<file path="config.mk">
export PLATFORM = sky130hd
export DESIGN_NAME = text_normalize_tokenizer_unit
export DESIGN_NICKNAME = d
export VERILOG_FILES = /design/src/rtl/tnt_pkg.sv /design/src/rtl/tnt_front.sv /design/src/rtl/tnt_cmd_fifo.sv /design/src/rtl/tnt_back.sv /design/src/rtl/text_normalize_tokenizer_unit.sv
export SDC_FILE = /design/constraint.sdc
export NUM_CORES = 1
export LEC_CHECK = 0
export ABC_AREA = 1
export BUFFER_PORTS_ARGS = -buffer_cell sky130_fd_sc_hd__buf_2
export CAP_MARGIN = 40
export CORE_ASPECT_RATIO = 1.75
export CORE_UTILIZATION = 55
export CTS_BUF_LIST = sky130_fd_sc_hd__clkbuf_8 sky130_fd_sc_hd__clkbuf_16
export DETAILED_ROUTE_END_ITERATION = 8
export GPL_ROUTABILITY_DRIVEN = 0
export GPL_TIMING_DRIVEN = 0
export PLACE_DENSITY_LB_ADDON = 0.12
export SLEW_MARGIN = 5
export SYNTH_ARGS = -nofsm -noshare
export SYNTH_HDL_FRONTEND = slang
export SYNTH_HIERARCHICAL = 1
export SYNTH_SLANG_ARGS = --single-unit
</file>
<file path="constraint.sdc">
create_clock -name i_clk -period 6.55 [get_ports i_clk]
set_clock_uncertainty 0.05 [all_clocks]
set_input_delay 0 -clock i_clk [delete_from_list [all_inputs] [get_ports i_clk]]
set_output_delay 0 -clock i_clk [all_outputs]
set_load 0.01 [all_outputs]
</file>
<file path="src/rtl/tnt_pkg.sv">
// shared types, constants and helpers of the text normalize tokenizer
package tnt_pkg;

    // longest minimum token length the hold buffer supports
    localparam int MAX_MIN_LEN = 8;
    localparam int LEN_W = $clog2(MAX_MIN_LEN + 2);
    localparam int IDX_W = (MAX_MIN_LEN > 1) ? $clog2(MAX_MIN_LEN) : 1;

    // command queue between front and back
    localparam int QUEUE_DEPTH = 4;

    // byte constants
    localparam logic [7:0] LEAD_BYTE   = 8'hC3;
    localparam logic [7:0] CASE_OFFSET = 8'h20;
    localparam logic [7:0] ASCII_LIMIT = 8'd128;
    localparam logic [7:0] CHAR_UP_A   = 8'h41;
    localparam logic [7:0] CHAR_UP_Z   = 8'h5A;
    localparam logic [7:0] CHAR_LO_A   = 8'h61;
    localparam logic [7:0] CHAR_LO_Z   = 8'h7A;
    localparam logic [7:0] CHAR_0      = 8'h30;
    localparam logic [7:0] CHAR_9      = 8'h39;
    localparam logic [7:0] KEEP_LO1    = 8'h81;
    localparam logic [7:0] KEEP_HI1    = 8'h9C;
    localparam logic [7:0] KEEP_LO2    = 8'hA1;
    localparam logic [7:0] KEEP_HI2    = 8'hBC;

    // register indexes on the config port
    localparam logic REG_DROP_DIGITS = 1'b0;
    localparam logic REG_MIN_LEN     = 1'b1;

    // register reset values
    localparam logic       DROP_DIGITS_RST = 1'b1;
    localparam logic [3:0] MIN_LEN_RST     = 4'd2;

    // operation slots of one command, carried out lowest first
    localparam int OP_PRE  = 0;  // close token before the byte
    localparam int OP_ADD0 = 1;  // append data0
    localparam int OP_ADD1 = 2;  // append data1
    localparam int OP_POST = 3;  // close token at end of text
    localparam int OP_DONE = 4;  // done marker
    localparam int OP_N    = 5;

    typedef struct packed {
        logic [OP_N-1:0] ops;
        logic [7:0]      data0;
        logic [7:0]      data1;
    } t_cmd;

    // capital second bytes of 0xC3 pairs that fold to lower case
    function automatic logic is_capital(input logic [7:0] c);
        return (c == 8'h81) || (c == 8'h89) || (c == 8'h8D) || (c == 8'h93) ||
               (c == 8'h9A) || (c == 8'h91) || (c == 8'h9C);
    endfunction

    function automatic logic is_kept_second(input logic [7:0] c);
        return ((c >= KEEP_LO1) && (c <= KEEP_HI1)) ||
               ((c >= KEEP_LO2) && (c <= KEEP_HI2));
    endfunction

endpackage

</file>
<file path="src/rtl/tnt_front.sv">
// front end: classifies each text byte into a token command
module tnt_front
    import tnt_pkg::*;
(
    input  logic       i_clk,
    input  logic       i_rst_n,
    input  logic       i_valid,
    input  logic [7:0] i_text_byte,
    input  logic       i_byte_valid,
    input  logic       i_end_of_text,
    input  logic       i_drop_digits,
    input  logic       i_q_full,
    output logic       o_ready,
    output logic       o_push,
    output t_cmd       o_cmd
);

    logic       r_pending;
    logic       n_pending;
    logic [7:0] lower;
    t_cmd       cmd;

    assign o_ready = !i_q_full;

    always_comb begin
        cmd       = '0;
        n_pending = r_pending;
        lower     = i_text_byte;
        if ((i_text_byte >= CHAR_UP_A) && (i_text_byte <= CHAR_UP_Z)) begin
            lower = i_text_byte + CASE_OFFSET;
        end
        if (i_byte_valid) begin
            n_pending = 1'b0;
            if (r_pending && is_capital(i_text_byte)) begin
                cmd.ops[OP_ADD0] = 1'b1;
                cmd.ops[OP_ADD1] = 1'b1;
                cmd.data0        = LEAD_BYTE;
                cmd.data1        = i_text_byte + CASE_OFFSET;
            end else if (r_pending && is_kept_second(i_text_byte)) begin
                cmd.ops[OP_ADD0] = 1'b1;
                cmd.ops[OP_ADD1] = 1'b1;
                cmd.data0        = LEAD_BYTE;
                cmd.data1        = i_text_byte;
            end else begin
                // broken pair: the lead turns into a separator
                if (r_pending) begin
                    cmd.ops[OP_PRE] = 1'b1;
                end
                if (i_text_byte == LEAD_BYTE) begin
                    n_pending = 1'b1;
                end else if (i_text_byte < ASCII_LIMIT) begin
                    if ((lower >= CHAR_LO_A) && (lower <= CHAR_LO_Z)) begin
                        cmd.ops[OP_ADD0] = 1'b1;
                        cmd.data0        = lower;
                    end else if ((i_text_byte >= CHAR_0) && (i_text_byte <= CHAR_9)) begin
                        if (!i_drop_digits) begin
                            cmd.ops[OP_ADD0] = 1'b1;
                            cmd.data0        = i_text_byte;
                        end
                    end else begin
                        cmd.ops[OP_PRE] = 1'b1;
                    end
                end else begin
                    cmd.ops[OP_PRE] = 1'b1;
                end
            end
        end
        if (i_end_of_text) begin
            // a dangling lead closes like any separator
            n_pending        = 1'b0;
            cmd.ops[OP_POST] = 1'b1;
            cmd.ops[OP_DONE] = 1'b1;
        end
    end

    assign o_cmd  = cmd;
    assign o_push = i_valid && o_ready && (cmd.ops != '0);

    always_ff @(posedge i_clk) begin
        if (!i_rst_n) begin
            r_pending <= 1'b0;
        end else if (i_valid && o_ready) begin
            r_pending <= n_pending;
        end
    end

endmodule

</file>
<file path="src/rtl/tnt_cmd_fifo.sv">
// short command queue between front and back
module tnt_cmd_fifo
    import tnt_pkg::*;
(
    input  logic i_clk,
    input  logic i_rst_n,
    input  logic i_push,
    input  t_cmd i_cmd,
    input  logic i_pop,
    output logic o_full,
    output logic o_valid,
    output t_cmd o_cmd
);

    localparam int PTR_W = (QUEUE_DEPTH > 1) ? $clog2(QUEUE_DEPTH) : 1;
    localparam int CNT_W = $clog2(QUEUE_DEPTH + 1);

    t_cmd             r_slot [QUEUE_DEPTH];
    logic [PTR_W-1:0] r_wr_ptr;
    logic [PTR_W-1:0] r_rd_ptr;
    logic [CNT_W-1:0] r_count;

    assign o_full  = (r_count == CNT_W'(QUEUE_DEPTH));
    assign o_valid = (r_count != '0);
    assign o_cmd   = r_slot[r_rd_ptr];

    always_ff @(posedge i_clk) begin
        if (i_push) begin
            r_slot[r_wr_ptr] <= i_cmd;
        end
    end

    always_ff @(posedge i_clk) begin
        if (!i_rst_n) begin
            r_wr_ptr <= '0;
            r_rd_ptr <= '0;
            r_count  <= '0;
        end else begin
            if (i_push) begin
                r_wr_ptr <= (r_wr_ptr == PTR_W'(QUEUE_DEPTH - 1)) ? '0 : r_wr_ptr + PTR_W'(1);
            end
            if (i_pop) begin
                r_rd_ptr <= (r_rd_ptr == PTR_W'(QUEUE_DEPTH - 1)) ? '0 : r_rd_ptr + PTR_W'(1);
            end
            if (i_push && !i_pop) begin
                r_count <= r_count + CNT_W'(1);
            end else if (!i_push && i_pop) begin
                r_count <= r_count - CNT_W'(1);
            end
        end
    end

endmodule

</file>
<file path="src/rtl/tnt_back.sv">
// back end: token assembly, hold buffer flush and output register
module tnt_back
    import tnt_pkg::*;
(
    input  logic       i_clk,
    input  logic       i_rst_n,
    input  logic       i_q_valid,
    input  t_cmd       i_cmd,
    input  logic [3:0] i_min_token_len,
    output logic       o_q_pop,
    output logic       o_out_valid,
    input  logic       i_out_ready,
    output logic [7:0] o_token_byte,
    output logic       o_token_last,
    output logic       o_text_done
);

    logic [7:0]       r_hold [MAX_MIN_LEN];
    logic [LEN_W-1:0] r_len;
    logic [7:0]       r_lag_byte;
    logic             r_lag_valid;
    logic [IDX_W-1:0] r_idx;
    logic [OP_N-1:0]  r_done_ops;
    logic             r_out_valid;
    logic [7:0]       r_out_byte;
    logic             r_out_last;
    logic             r_out_done;

    logic [LEN_W-1:0] n_len;
    logic [7:0]       n_lag_byte;
    logic             n_lag_valid;
    logic [IDX_W-1:0] n_idx;

    logic [LEN_W-1:0] eff_min;
    logic [LEN_W-1:0] len_inc;
    logic [OP_N-1:0]  remaining;
    logic [OP_N-1:0]  cur;
    logic             is_add;
    logic             is_end;
    logic             is_done;
    logic [7:0]       add_data;
    logic             flush;
    logic             idx_last;
    logic             want_out;
    logic             op_end;
    logic             hold_we;
    logic [7:0]       out_byte;
    logic             out_last;
    logic             out_done;
    logic             out_free;
    logic             fire;
    logic             step_done;

    // minimum length clamped to the hold buffer size, zero acts as one
    always_comb begin
        if (i_min_token_len == 4'd0) begin
            eff_min = LEN_W'(1);
        end else if (int'(i_min_token_len) > MAX_MIN_LEN) begin
            eff_min = LEN_W'(MAX_MIN_LEN);
        end else begin
            eff_min = LEN_W'(i_min_token_len);
        end
    end

    assign out_free = !r_out_valid || i_out_ready;

    always_comb begin
        remaining = i_cmd.ops & ~r_done_ops;
        cur       = remaining & (~remaining + OP_N'(1));
        is_add    = cur[OP_ADD0] || cur[OP_ADD1];
        is_end    = cur[OP_PRE] || cur[OP_POST];
        is_done   = cur[OP_DONE];
        add_data  = cur[OP_ADD1] ? i_cmd.data1 : i_cmd.data0;
        flush     = !r_lag_valid && (r_len != '0) && (r_len >= eff_min);
        idx_last  = (LEN_W'(r_idx) + LEN_W'(1)) == r_len;
        len_inc   = (r_len <= LEN_W'(MAX_MIN_LEN)) ? r_len + LEN_W'(1) : r_len;

        want_out    = 1'b0;
        op_end      = 1'b1;
        hold_we     = 1'b0;
        out_byte    = '0;
        out_last    = 1'b0;
        out_done    = 1'b0;
        n_len       = r_len;
        n_lag_byte  = r_lag_byte;
        n_lag_valid = r_lag_valid;
        n_idx       = r_idx;

        if (is_done) begin
            want_out = 1'b1;
            out_done = 1'b1;
        end else if ((is_add || is_end) && flush) begin
            // stream the held bytes, one per cycle while the output is free
            want_out = 1'b1;
            out_byte = r_hold[r_idx];
            out_last = is_end && idx_last;
            if (idx_last) begin
                n_idx = '0;
                if (is_add) begin
                    n_lag_byte  = add_data;
                    n_lag_valid = 1'b1;
                    n_len       = len_inc;
                end else begin
                    n_len      = '0;
                    n_lag_byte = '0;
                end
            end else begin
                op_end = 1'b0;
                n_idx  = r_idx + IDX_W'(1);
            end
        end else if (is_add) begin
            if (r_lag_valid) begin
                want_out   = 1'b1;
                out_byte   = r_lag_byte;
                n_lag_byte = add_data;
            end else begin
                hold_we = 1'b1;
            end
            n_len = len_inc;
        end else if (is_end) begin
            if (r_lag_valid) begin
                want_out = 1'b1;
                out_byte = r_lag_byte;
                out_last = 1'b1;
            end
            n_len       = '0;
            n_lag_byte  = '0;
            n_lag_valid = 1'b0;
        end
    end

    assign fire      = i_q_valid && (cur != '0) && (!want_out || out_free);
    assign step_done = fire && op_end;
    assign o_q_pop   = step_done && ((remaining & ~cur) == '0);

    always_ff @(posedge i_clk) begin
        if (fire && hold_we) begin
            r_hold[r_len[IDX_W-1:0]] <= add_data;
        end
        if (fire && want_out) begin
            r_out_byte <= out_byte;
            r_out_last <= out_last;
            r_out_done <= out_done;
        end
    end

    always_ff @(posedge i_clk) begin
        if (!i_rst_n) begin
            r_len       <= '0;
            r_lag_byte  <= '0;
            r_lag_valid <= 1'b0;
            r_idx       <= '0;
            r_done_ops  <= '0;
            r_out_valid <= 1'b0;
        end else begin
            if (fire) begin
                r_len       <= n_len;
                r_lag_byte  <= n_lag_byte;
                r_lag_valid <= n_lag_valid;
                r_idx       <= n_idx;
            end
            if (o_q_pop) begin
                r_done_ops <= '0;
            end else if (step_done) begin
                r_done_ops <= r_done_ops | cur;
            end
            if (fire && want_out) begin
                r_out_valid <= 1'b1;
            end else if (i_out_ready) begin
                r_out_valid <= 1'b0;
            end
        end
    end

    assign o_out_valid  = r_out_valid;
    assign o_token_byte = r_out_byte;
    assign o_token_last = r_out_last;
    assign o_text_done  = r_out_done;

endmodule

</file>
<file path="src/rtl/text_normalize_tokenizer_unit.sv">
// top level of the text normalize tokenizer with its register port
// Text bytes enter one per beat and leave as lowercased tokens, one byte per
// output beat, with token_last on the final byte of each token and a done
// beat (token_byte zero, text_done high) closing every text. The front
// classifies a byte in the cycle it is accepted and pushes a command into a
// four-entry queue; it keeps taking bytes while that queue has room, even
// while the output is stalled. The back carries out one token operation per
// cycle while its output register is free: a plain letter is a single append,
// a kept 0xC3 pair an append of each byte, and the end of a text closes the
// token, then gives the done beat. Once a token holds the minimum length
// (clamped to 1..8), the next byte or the token close streams all held bytes,
// as many as that minimum, out one per cycle while the output is free.
// Sustained rate is one byte per cycle on plain text while the output is
// ready, set by the single output register of the back end.
// Registers: 0x0 drop_digits (bit 0, reset 1), 0x4 min_token_len
// (bits 3:0, reset 2). Write them only while no text is in flight.
module text_normalize_tokenizer_unit
    import tnt_pkg::*;
(
    input  logic        i_clk,
    input  logic        i_rst_n,
    // input channel
    input  logic        i_in_valid,
    output logic        o_in_ready,
    input  logic [7:0]  i_text_byte,
    input  logic        i_byte_valid,
    input  logic        i_end_of_text,
    // output channel
    output logic        o_out_valid,
    input  logic        i_out_ready,
    output logic [7:0]  o_token_byte,
    output logic        o_token_last,
    output logic        o_text_done,
    // register port
    input  logic        psel,
    input  logic        penable,
    input  logic        pwrite,
    input  logic [2:0]  paddr,
    input  logic [31:0] pwdata,
    output logic [31:0] prdata,
    output logic        pready
);

    logic       r_drop_digits;
    logic [3:0] r_min_token_len;
    logic       cfg_write;

    logic q_full;
    logic q_push;
    logic q_pop;
    logic q_valid;
    t_cmd front_cmd;
    t_cmd head_cmd;

    // register port: no wait states, register picked by word address
    assign pready    = 1'b1;
    assign cfg_write = psel && penable && pwrite && pready;

    always_ff @(posedge i_clk) begin
        if (!i_rst_n) begin
            r_drop_digits   <= DROP_DIGITS_RST;
            r_min_token_len <= MIN_LEN_RST;
        end else if (cfg_write) begin
            unique case (paddr[2])
                REG_DROP_DIGITS: r_drop_digits   <= pwdata[0];
                REG_MIN_LEN:     r_min_token_len <= pwdata[3:0];
                default:         r_drop_digits   <= r_drop_digits;
            endcase
        end
    end

    always_comb begin
        unique case (paddr[2])
            REG_DROP_DIGITS: prdata = {31'd0, r_drop_digits};
            REG_MIN_LEN:     prdata = {28'd0, r_min_token_len};
            default:         prdata = '0;
        endcase
    end

    // front: classify and fold each accepted byte
    tnt_front u_front (
        .i_clk         (i_clk),
        .i_rst_n       (i_rst_n),
        .i_valid       (i_in_valid),
        .i_text_byte   (i_text_byte),
        .i_byte_valid  (i_byte_valid),
        .i_end_of_text (i_end_of_text),
        .i_drop_digits (r_drop_digits),
        .i_q_full      (q_full),
        .o_ready       (o_in_ready),
        .o_push        (q_push),
        .o_cmd         (front_cmd)
    );

    // queue decouples byte intake from token output stalls
    tnt_cmd_fifo u_queue (
        .i_clk   (i_clk),
        .i_rst_n (i_rst_n),
        .i_push  (q_push),
        .i_cmd   (front_cmd),
        .i_pop   (q_pop),
        .o_full  (q_full),
        .o_valid (q_valid),
        .o_cmd   (head_cmd)
    );

    // back: token length tracking, hold buffer and output beat
    tnt_back u_back (
        .i_clk           (i_clk),
        .i_rst_n         (i_rst_n),
        .i_q_valid       (q_valid),
        .i_cmd           (head_cmd),
        .i_min_token_len (r_min_token_len),
        .o_q_pop         (q_pop),
        .o_out_valid     (o_out_valid),
        .i_out_ready     (i_out_ready),
        .o_token_byte    (o_token_byte),
        .o_token_last    (o_token_last),
        .o_text_done     (o_text_done)
    );

endmodule

</file>
== Yosys cells after proc, flatten, opt, wreduce, memory -nomap -nowiden ==
Memories as Yosys holds them, arrays and structs flattened. A register that Yosys moved wholly into a read port is not among the register bits.
Cells that the tools add are included.
Cells by class
  $add $sub $neg: 9
  $mul: 0
  divide/modulo/power cells: 0
  $lt $le $gt $ge: 14
  equality and inequality tests: 16
  shifts and indexed selects: 0
  mux-type cells: 84
  bitwise logic cells: 10
  reduce and logical (&&, ||, !) cells: 60
Operators by type and width (count)
  $mux 8: 18
  $eq 8x8->1 const B: 8
  $pmux 32 s2: 1
  $mux 1: 43
  $mux 4: 8
  $logic_and 1x1->1: 23
  $mux 19: 1
  $ge 8x7->1 const B: 2
  $ge 8x8->1 const B: 2
  $le 8x7->1 const B: 2
  $le 8x8->1 const B: 2
  $mux 16: 1
  $and 5x5->5: 3
  $mux 3: 5
  $not 5->5: 3
  $logic_or 1x1->1: 12
  $mux 2: 6
  $mux 10: 1
  $reduce_bool 5->1: 2
  $add 8x6->8 const B: 1
  $ge 8x6->1 const B: 1
  $le 8x6->1 const B: 1
  $lt 8x8->1 const B: 1
  $reduce_bool 2->1: 4
  28 further kinds: 42
Storage, ports and cells
  register bits after elaboration: 45
  bits in latches: 0
  RAM bits: 148
  ROM bits: 0
  bits of input ports: 52
  output and inout bits: 45
  logic and storage cells: 210
  memories kept: 2
Memories
  u_queue.r_slot: depth 4, width 21, rd ports 1, clocked after memory_dff 1, write ports 1, line tnt_cmd_fifo.sv:18  | t_cmd r_slot [QUEUE_DEPTH];
  u_back.r_hold: depth 8, width 8, rd ports 1, clocked after memory_dff 1, write ports 1, line tnt_back.sv:18  | logic [7:0] r_hold [MAX_MIN_LEN];

== Logic depth before layout (Yosys ltp) ==
Gate-level depths: netlist (run 1).
  depth in word-level cells: 18
  mapped depth: 24
  mapped depth without buffers: 23

== Cells and area by module ==
The synthesis (run 1) kept the hierarchy.
Modules (own cells, without submodules)
  tnt_back: times used 1, cells an instance 491, area each 4593.2 um2
  tnt_cmd_fifo: times used 1, cells an instance 264, area each 3639.7 um2
  tnt_front: times used 1, cells an instance 105, area each 541.8 um2
  text_normalize_tokenizer_unit: times used 1, cells an instance 73, area each 500.5 um2

== Worst setup path after synthesis (run 1) ==
No wires, ideal clock.
  kind: flip-flop to flip-flop
  start: reg r_min_token_len[1]
  end: mem u_back.r_hold[1][0] (enable)
  data arrival time: 2521 ps
  required time: 6117 ps
  path slack: 3596 ps
  cell stages (with the launch flop): 16
  buffers on the path: 0
  clock period less this slack: 2954 ps
  path through: dfxtp_1 or2_2 o21ai_0 nand2_1 ha_1 nand2_1 nand2_1 nand2_1 nand3_1 nand2_2 nand2_1 nand2_2 nand2_4 nor2_1 nand2_1 nor3_1
On the way
  longest elaborated chain between the ends: 14
Ends and longest elaborated chain
  start, declared: line text_normalize_tokenizer_unit.sv:45  | logic [3:0] r_min_token_len;
  start signal, assigned: line text_normalize_tokenizer_unit.sv:66  | REG_MIN_LEN: r_min_token_len <= pwdata[3:0];
  $gt 4x4->1: line tnt_back.sv:58  | end else if (int'(i_min_token_len) > MAX_MIN_LEN) begin
  $mux 4: line tnt_back.sv:58
  $mux 4 (*): line tnt_back.sv:56  | if (i_min_token_len == 4'd0) begin
  $ge 4x4->1 (*): line tnt_back.sv:74  | flush = !r_lag_valid && (r_len != '0) && (r_len >= eff_min);
  $logic_and 1x1->1 (*): line tnt_back.sv:74
  $logic_and 1x1->1 (*): line tnt_back.sv:92  | end else if ((is_add || is_end) && flush) begin
  $mux 1: line tnt_back.sv:92
  $mux 1: line tnt_back.sv:89  | if (is_done) begin
  $logic_not 1->1: line tnt_back.sv:132  | assign fire = i_q_valid && (cur != '0) && (!want_out || out_free);
  $logic_or 1x1->1: line tnt_back.sv:132
  $logic_and 1x1->1: line tnt_back.sv:132
  $logic_and 1x1->1 (*): line tnt_back.sv:137  | if (fire && hold_we) begin
  $mux 1 (*): line tnt_back.sv:137
  $mux 1 (implied by the code) (*): line tnt_back.sv:138  | r_hold[r_len[IDX_W-1:0]] <= add_data;
  end, declared: line tnt_back.sv:18
Every way passes the cells marked *; elsewhere a longest branch is shown, timed or not.

==> results.ini, run 1 <==
[run_status]
status = completed

[clock_network]
cts_max_level = 4
post_cts_resized = 0
clock-sinks = 198
cts_tree = built
clk_pin_slew_ps = 80
cts_root_buf = clkbuf_16
max-clock-path-buffers = 2
post_cts_buffers = 0
clk_latency_ps = 430
cts_buffers = 17
cts_hold_buf = 24

[logic_synthesis]
netlist_area_um2 = 9280
synth_seq_cells = 198
avgSynthCellArea_um2 = 9.94
async_reset_ff_share_pct = 0
seq_area_frac_synth_pct = 59.8
synth-edff-count = 158
ys.flop_type = edfxtp_1
yosys_warnings = 6
synth_cells = 933
synth.distinct_cells = 44

[worst_setup_path]
cp_cell_sequence = buf_2, o21ai_0, o22ai_1, nand2_1, nand2_1, nor2_4, inv_2, buf_6, o21ai_4, inv_2, nand2_4, nor2_1, nand2_1, nor3_1, buf_2
max_stage_delay_ps = 650
cp.depth = 15
path_class = reg2reg
crit_slowest_cell = nor3_1
r2r_slack_ps = 3000
path_buf_inv = 5
ff2ff_path_depth = 15
r2r-end = u_back/r_hold[1][2]
endpoint = u_back/r_hold[1][2]
critPathMaxFanout = 10
path_common_cell = nand2_1
required_ps = 6630
crit_path_start_kind = flop
cp.arrival_ps = 3630
end_kind = flop
crit_family = simple AND/OR/NAND/NOR gates

[route]
vias = 6754
detail_route.wl_per_cell_um = 16.2
viasPerCell = 5.26
dr.pass1.iters = 5
first_iter_violations = 292
finalWirelength_um = 20700
remaining_drc_errors = 0
ant_nets = 0

[global_routing]
grt.overflow.total = 0
grt_max_degree = 20
grt_pass1_wl_um = 32200
grtUsageTotal_pct = 24.8
grt_pass1_vias = 6564
antenna_found_initial = 0

[floorplanning]
coreArea_um2 = 16400
start_util_pct = 56.4
die_y_um = 174
rows = 62
io_pins = 97
die_area_um2 = 17400
die_w_um = 100

[timing]
hold_violations = 0
tightest_slew_ps = 857
period_share_pct = 54.2
slew_headroom_pct = 42.7
slew_violations = 0
rsz0062_at_grt = false
finalSetupViolCount = 0
fin_tns_setup_ps = 0
clock.fmax_mhz = 282
finalCriticalPeriod_ps = 3550

[power_and_ir_drop]
p_leak_nw = 4.36
vdd_drop_max_uv = 211
power.density_nw_per_um2 = 414
power_mw = 4.44

[finish]
syn_to_final_growth_pct = 15.6
final_cell_mix = nand2_1, nor2_1, edfxtp_1
final_common_cell = nand2_1
fin_cells = 1284
num-nets-final = 1115
multiInputGateArea_um2 = 3060
seqCellArea_um2 = 5550
fillerInstances = 1356
drive_gt1_share_pct = 17.1
antenna_cells = 0

[min_path]
min_path_type = in2reg

[run]
maxCapViolations = 0

[place]
portBuffers = 36
dp_hpwl_um = 14700
placed_cells = 1228

==> cell usage after synthesis, drive strengths merged (2+ instances only) <==
library cell / instances / area share (%)
or2: 2 / 0.13
a21oi: 27 / 1.5
nand4: 8 / 0.54
nand2: 186 / 8.1
nor2: 174 / 7.7
edfxtp: 158 / 51
buf: 51 / 4.5
inv: 82 / 3.5
o32ai: 16 / 1.5
nand3: 48 / 2.9
conb: 2 / 0.081
nor3: 11 / 0.59
a31oi: 2 / 0.30
ha: 15 / 2.0
o22ai: 21 / 1.6
o211ai: 2 / 0.22
o21ai: 72 / 4.0
clkbuf: 11 / 0.45
dfxtp: 40 / 8.6
==> per-stage QoR <==
step                      util [%]  area (um2)  worst slack [ps]  hold WS (ps)
final                         65.2       10700              3000          49.2
after global routing          65.2       10700              2720          55.5
after CTS                     65.2       10700              2940          23.9
after detailed placement      60.5        9950              2970           173
after global placement        59.8        9840              2810           167
after floorplan                  -        9380              3600          34.7
==> worst min-delay path by stage <==
stage               depth (start not counted)            from                   end  slack (ps)
finish                                      4  i_text_byte[5]  u_queue/r_slot[2][5]          50
global route                                3  i_text_byte[1]  u_queue/r_slot[0][1]          60
CTS                                         3  i_text_byte[1]  u_queue/r_slot[1][1]          20
detailed placement                          3       pwdata[1]    r_min_token_len[1]         170
global placement                            3       pwdata[1]    r_min_token_len[1]         170
floorplan                                   1         i_rst_n         r_drop_digits          30
==> layer usage <==
layer	part of all wire [%]	wire length (um)	track usage, %	vias to the layer above
met5	0	0	0	-
met4	3.7	776	12.6	0
met3	2.6	530	3.31	47
met2	57	11800	47.4	152
met1	37	7680	25.5	3228
li1	-	-	-	3327
==> logic make-up (layout without fill, tap and decap cells) <==
group	Yosys count	count (layout)	synth area share, %
flops	198	198	59.8
xor+xnor	2	2	0.189
simple gates	430	430	20.1
buf+inv	144	244	8.35
fa+ha+maj	16	16	2.24
compound gates	141	141	9.28
other cells	2	29	0.0810
==> tightest hold or removal path: cells and delay by family <==
| family | cells | cell delay, ps |
|---|---|---|
| buffers and inverters | 1 | 130 |
| AND/OR/NAND/NOR | 3 | 230 |
==> power breakdown <==
part           switching [mW]  total [mW]  internal, mW
clock                   0.463       0.951         0.488
combinational            1.19        1.73         0.539
sequential             0.0708        1.76          1.68
==> layout make-up <==
type	instances	share of cell area, %
buffer	62	4.23
clock buffer	17	3.97
clock inverter	15	0.991
inverter	82	2.99
multi-input combinational	618	28.5
sequential	198	51.7
tap	224	2.61
timing repair buffer	68	5.02
==> flip-flops by register name, summed over array words and instances (netlist names), 2 cells and up, named ones only <==
register             flops
u_queue/r_slot          84
u_back/r_hold           64
u_back/r_len             4
u_back/o_token_byte      8
u_queue/r_wr_ptr         2
u_queue/r_count          3
r_min_token_len          4
u_queue/r_rd_ptr         2
u_back/r_lag_byte        8
u_back/r_idx             3
u_back/r_done_ops        5
No activity file was read; power rests on OpenSTA's default activity.
==> inputs of run 2 (changes only) <==
CORE_UTILIZATION = 53   (was 55)
clock period = 2.9 ns   (was 6.55 ns; I/O delays follow)
==> run 2 against run 1 <==
Net effect:
- first-iteration DRC count decreased by 10%
- highest routed layer unchanged
- clock power grew 150%
- largest cell class unchanged
- combinational power rose to 2.6 times the previous value
==> results.ini, run 2 (same netlist as run 1, synthesis figures left out) <==
[clock_network]
max-clock-path-buffers = 2
cts_buffers = 17
clk_pin_slew_ps = 70
cts_tree = built
clock-sinks = 198
clk_latency_ps = 430
cts_max_level = 4
cts_root_buf = clkbuf_16

[route]
ant_nets = 0
detail_route.wl_per_cell_um = 16.6
dr.pass1.iters = 6
first_iter_violations = 262
vias = 6853
viasPerCell = 5.23
remaining_drc_errors = 0
finalWirelength_um = 21800

[global_routing]
grt.overflow.total = 0
grt_util_met1_pct = 25.6
grt_pass1_vias = 6851
met3_usage_pct = 2.96
grtUsageTotal_pct = 25.6
top_usage_layer = met2
antenna_found_initial = 0
grt_pass1_wl_um = 33900
grt_use_met2_pct = 50.3
grt_max_degree = 19

[power_and_ir_drop]
p_sw_share_pct = 38.6
combPwrFrac_pct = 41.7
vdd_drop_max_uv = 582
p_leak_nw = 4.60
seqPwrFrac_pct = 36.7
power.density_nw_per_um2 = 961
p_clk_share_pct = 21.6
p_int_mw = 6.65
p_switching_mw = 4.19

[floorplanning]
rows = 63
die_y_um = 177
start_util_pct = 54.5
die_area_um2 = 18100
die_w_um = 102
io_pins = 97
coreArea_um2 = 17000

[worst_setup_path]
cp.arrival_ps = 3180
path_class = reg2reg
ff2ff_path_depth = 19
critPathMaxFanout = 10
required_ps = 3180
crit_path_start_kind = flop
end_kind = flop

[finish]
largest_reg_flops = 84
utilization_pct = 66.3
drive_gt1_share_pct = 23.1
largest_register = u_queue/r_slot
seqCellArea_um2 = 5550
antenna_cells = 0
fin_cells = 1311
final_cell_mix = nand2_1, edfxtp_1, nor2_1
design_area_um2 = 11300
num-nets-final = 1139
syn_to_final_growth_pct = 21.6
final_common_cell = nand2_1
fillerInstances = 1405
multiInputGateArea_um2 = 3310

[run]
maxCapViolations = 0

[timing]
finalSetupViolCount = 0
rsz0062_at_grt = true
clock.fmax_mhz = 345
hold_violations = 0
slew_headroom_pct = 60.8
slew_violations = 0
tightest_slew_ps = 589
period_share_pct = 99.9
finalCriticalPeriod_ps = 2900

[place]
portBuffers = 36
dp_hpwl_um = 15100
placed_cells = 1231
placed_area_um2 = 9980

[min_path]
hold_depth = 3
hold_start = i_text_byte[2]
min_path_type = in2reg

[run_status]
status = completed

## run 2: routing by layer
metal	wire length (um)	up-vias
met5	0	-
met4	765	0
met3	517	51
met2	12700	129
met1	7800	3282
li1	-	3391
## run 2: final cells by class
class / instances / area share (%)
clock buffer: 18 / 3.89
inverter: 82 / 2.86
clock inverter: 14 / 1.31
timing repair buffer: 92 / 6.59
multi-input combinational: 618 / 29.4
tap: 227 / 2.52
sequential: 198 / 49.2
buffer: 62 / 4.26
## run 2: final timing paths
path / slack [ps] / endpoint
worst max-delay path: 4 / u_queue/r_count[1]
worst max register to register: 4 / u_queue/r_count[1]
worst min-delay path: 30 / u_queue/r_slot[0][2]
worst min register to register: 430 / u_back/r_done_ops[0]
## run 2: stage by stage
| step | setup WS (ps) | hold WS [ps] | power (mW) | TNS, ps |
|---|---|---|---|---|
| 2_1_floorplan | -40.3 | 34.7 | 6.74 | -1280 |
| 3_3_place_gp | -910 | 165 | 7.84 | -44600 |
| 3_5_place_dp | -644 | 172 | 7.95 | -34250 |
| 4_1_cts | 3.37 | 8.65 | 10.7 | 0 |
| 5_1_grt | -135 | 16.1 | 11.4 | -249 |
| 6_report | 3.83 | 28.3 | 10.8 | 0 |
## run 2: power by group through the flow
stage / registers (mW) / clock network (mW) / logic [mW]
after floorplan: 4.01 / 0 / 2.73
after global placement: 4.02 / 0 / 3.82
after detailed placement: 4.03 / 0 / 3.92
after CTS: 3.97 / 2.38 / 4.31
after global routing: 4.02 / 2.48 / 4.95
final: 3.98 / 2.34 / 4.52
## run 2: critical path, stage by stage (launching register included)
cell and delay, ps:
dfxtp_2 320, buf_8 140, inv_8 80, buf_8 150, nor2_2 50, o22ai_2 200
nand2_2 110, nand2_4 110, nor2_4 60, a21oi_1 220, nand2_4 90, nand2_4 100
nand3_4 90, nor2_4 120, inv_2 70, ha_4 160, inv_2 60, fa_2 430
o21ai_1 140, nor2_1 50
## run 2: timing repair
action / in CTS / in global routing
setup buffers: 14 / 8
hold buffers: 26 / 0
gates resized for setup: 58 / 20
endpoints found under the setup margin: 80 / 75
cloned: 0 / 0
pin swaps: 19 / 12
endpoints found under the hold margin: 51 / 0
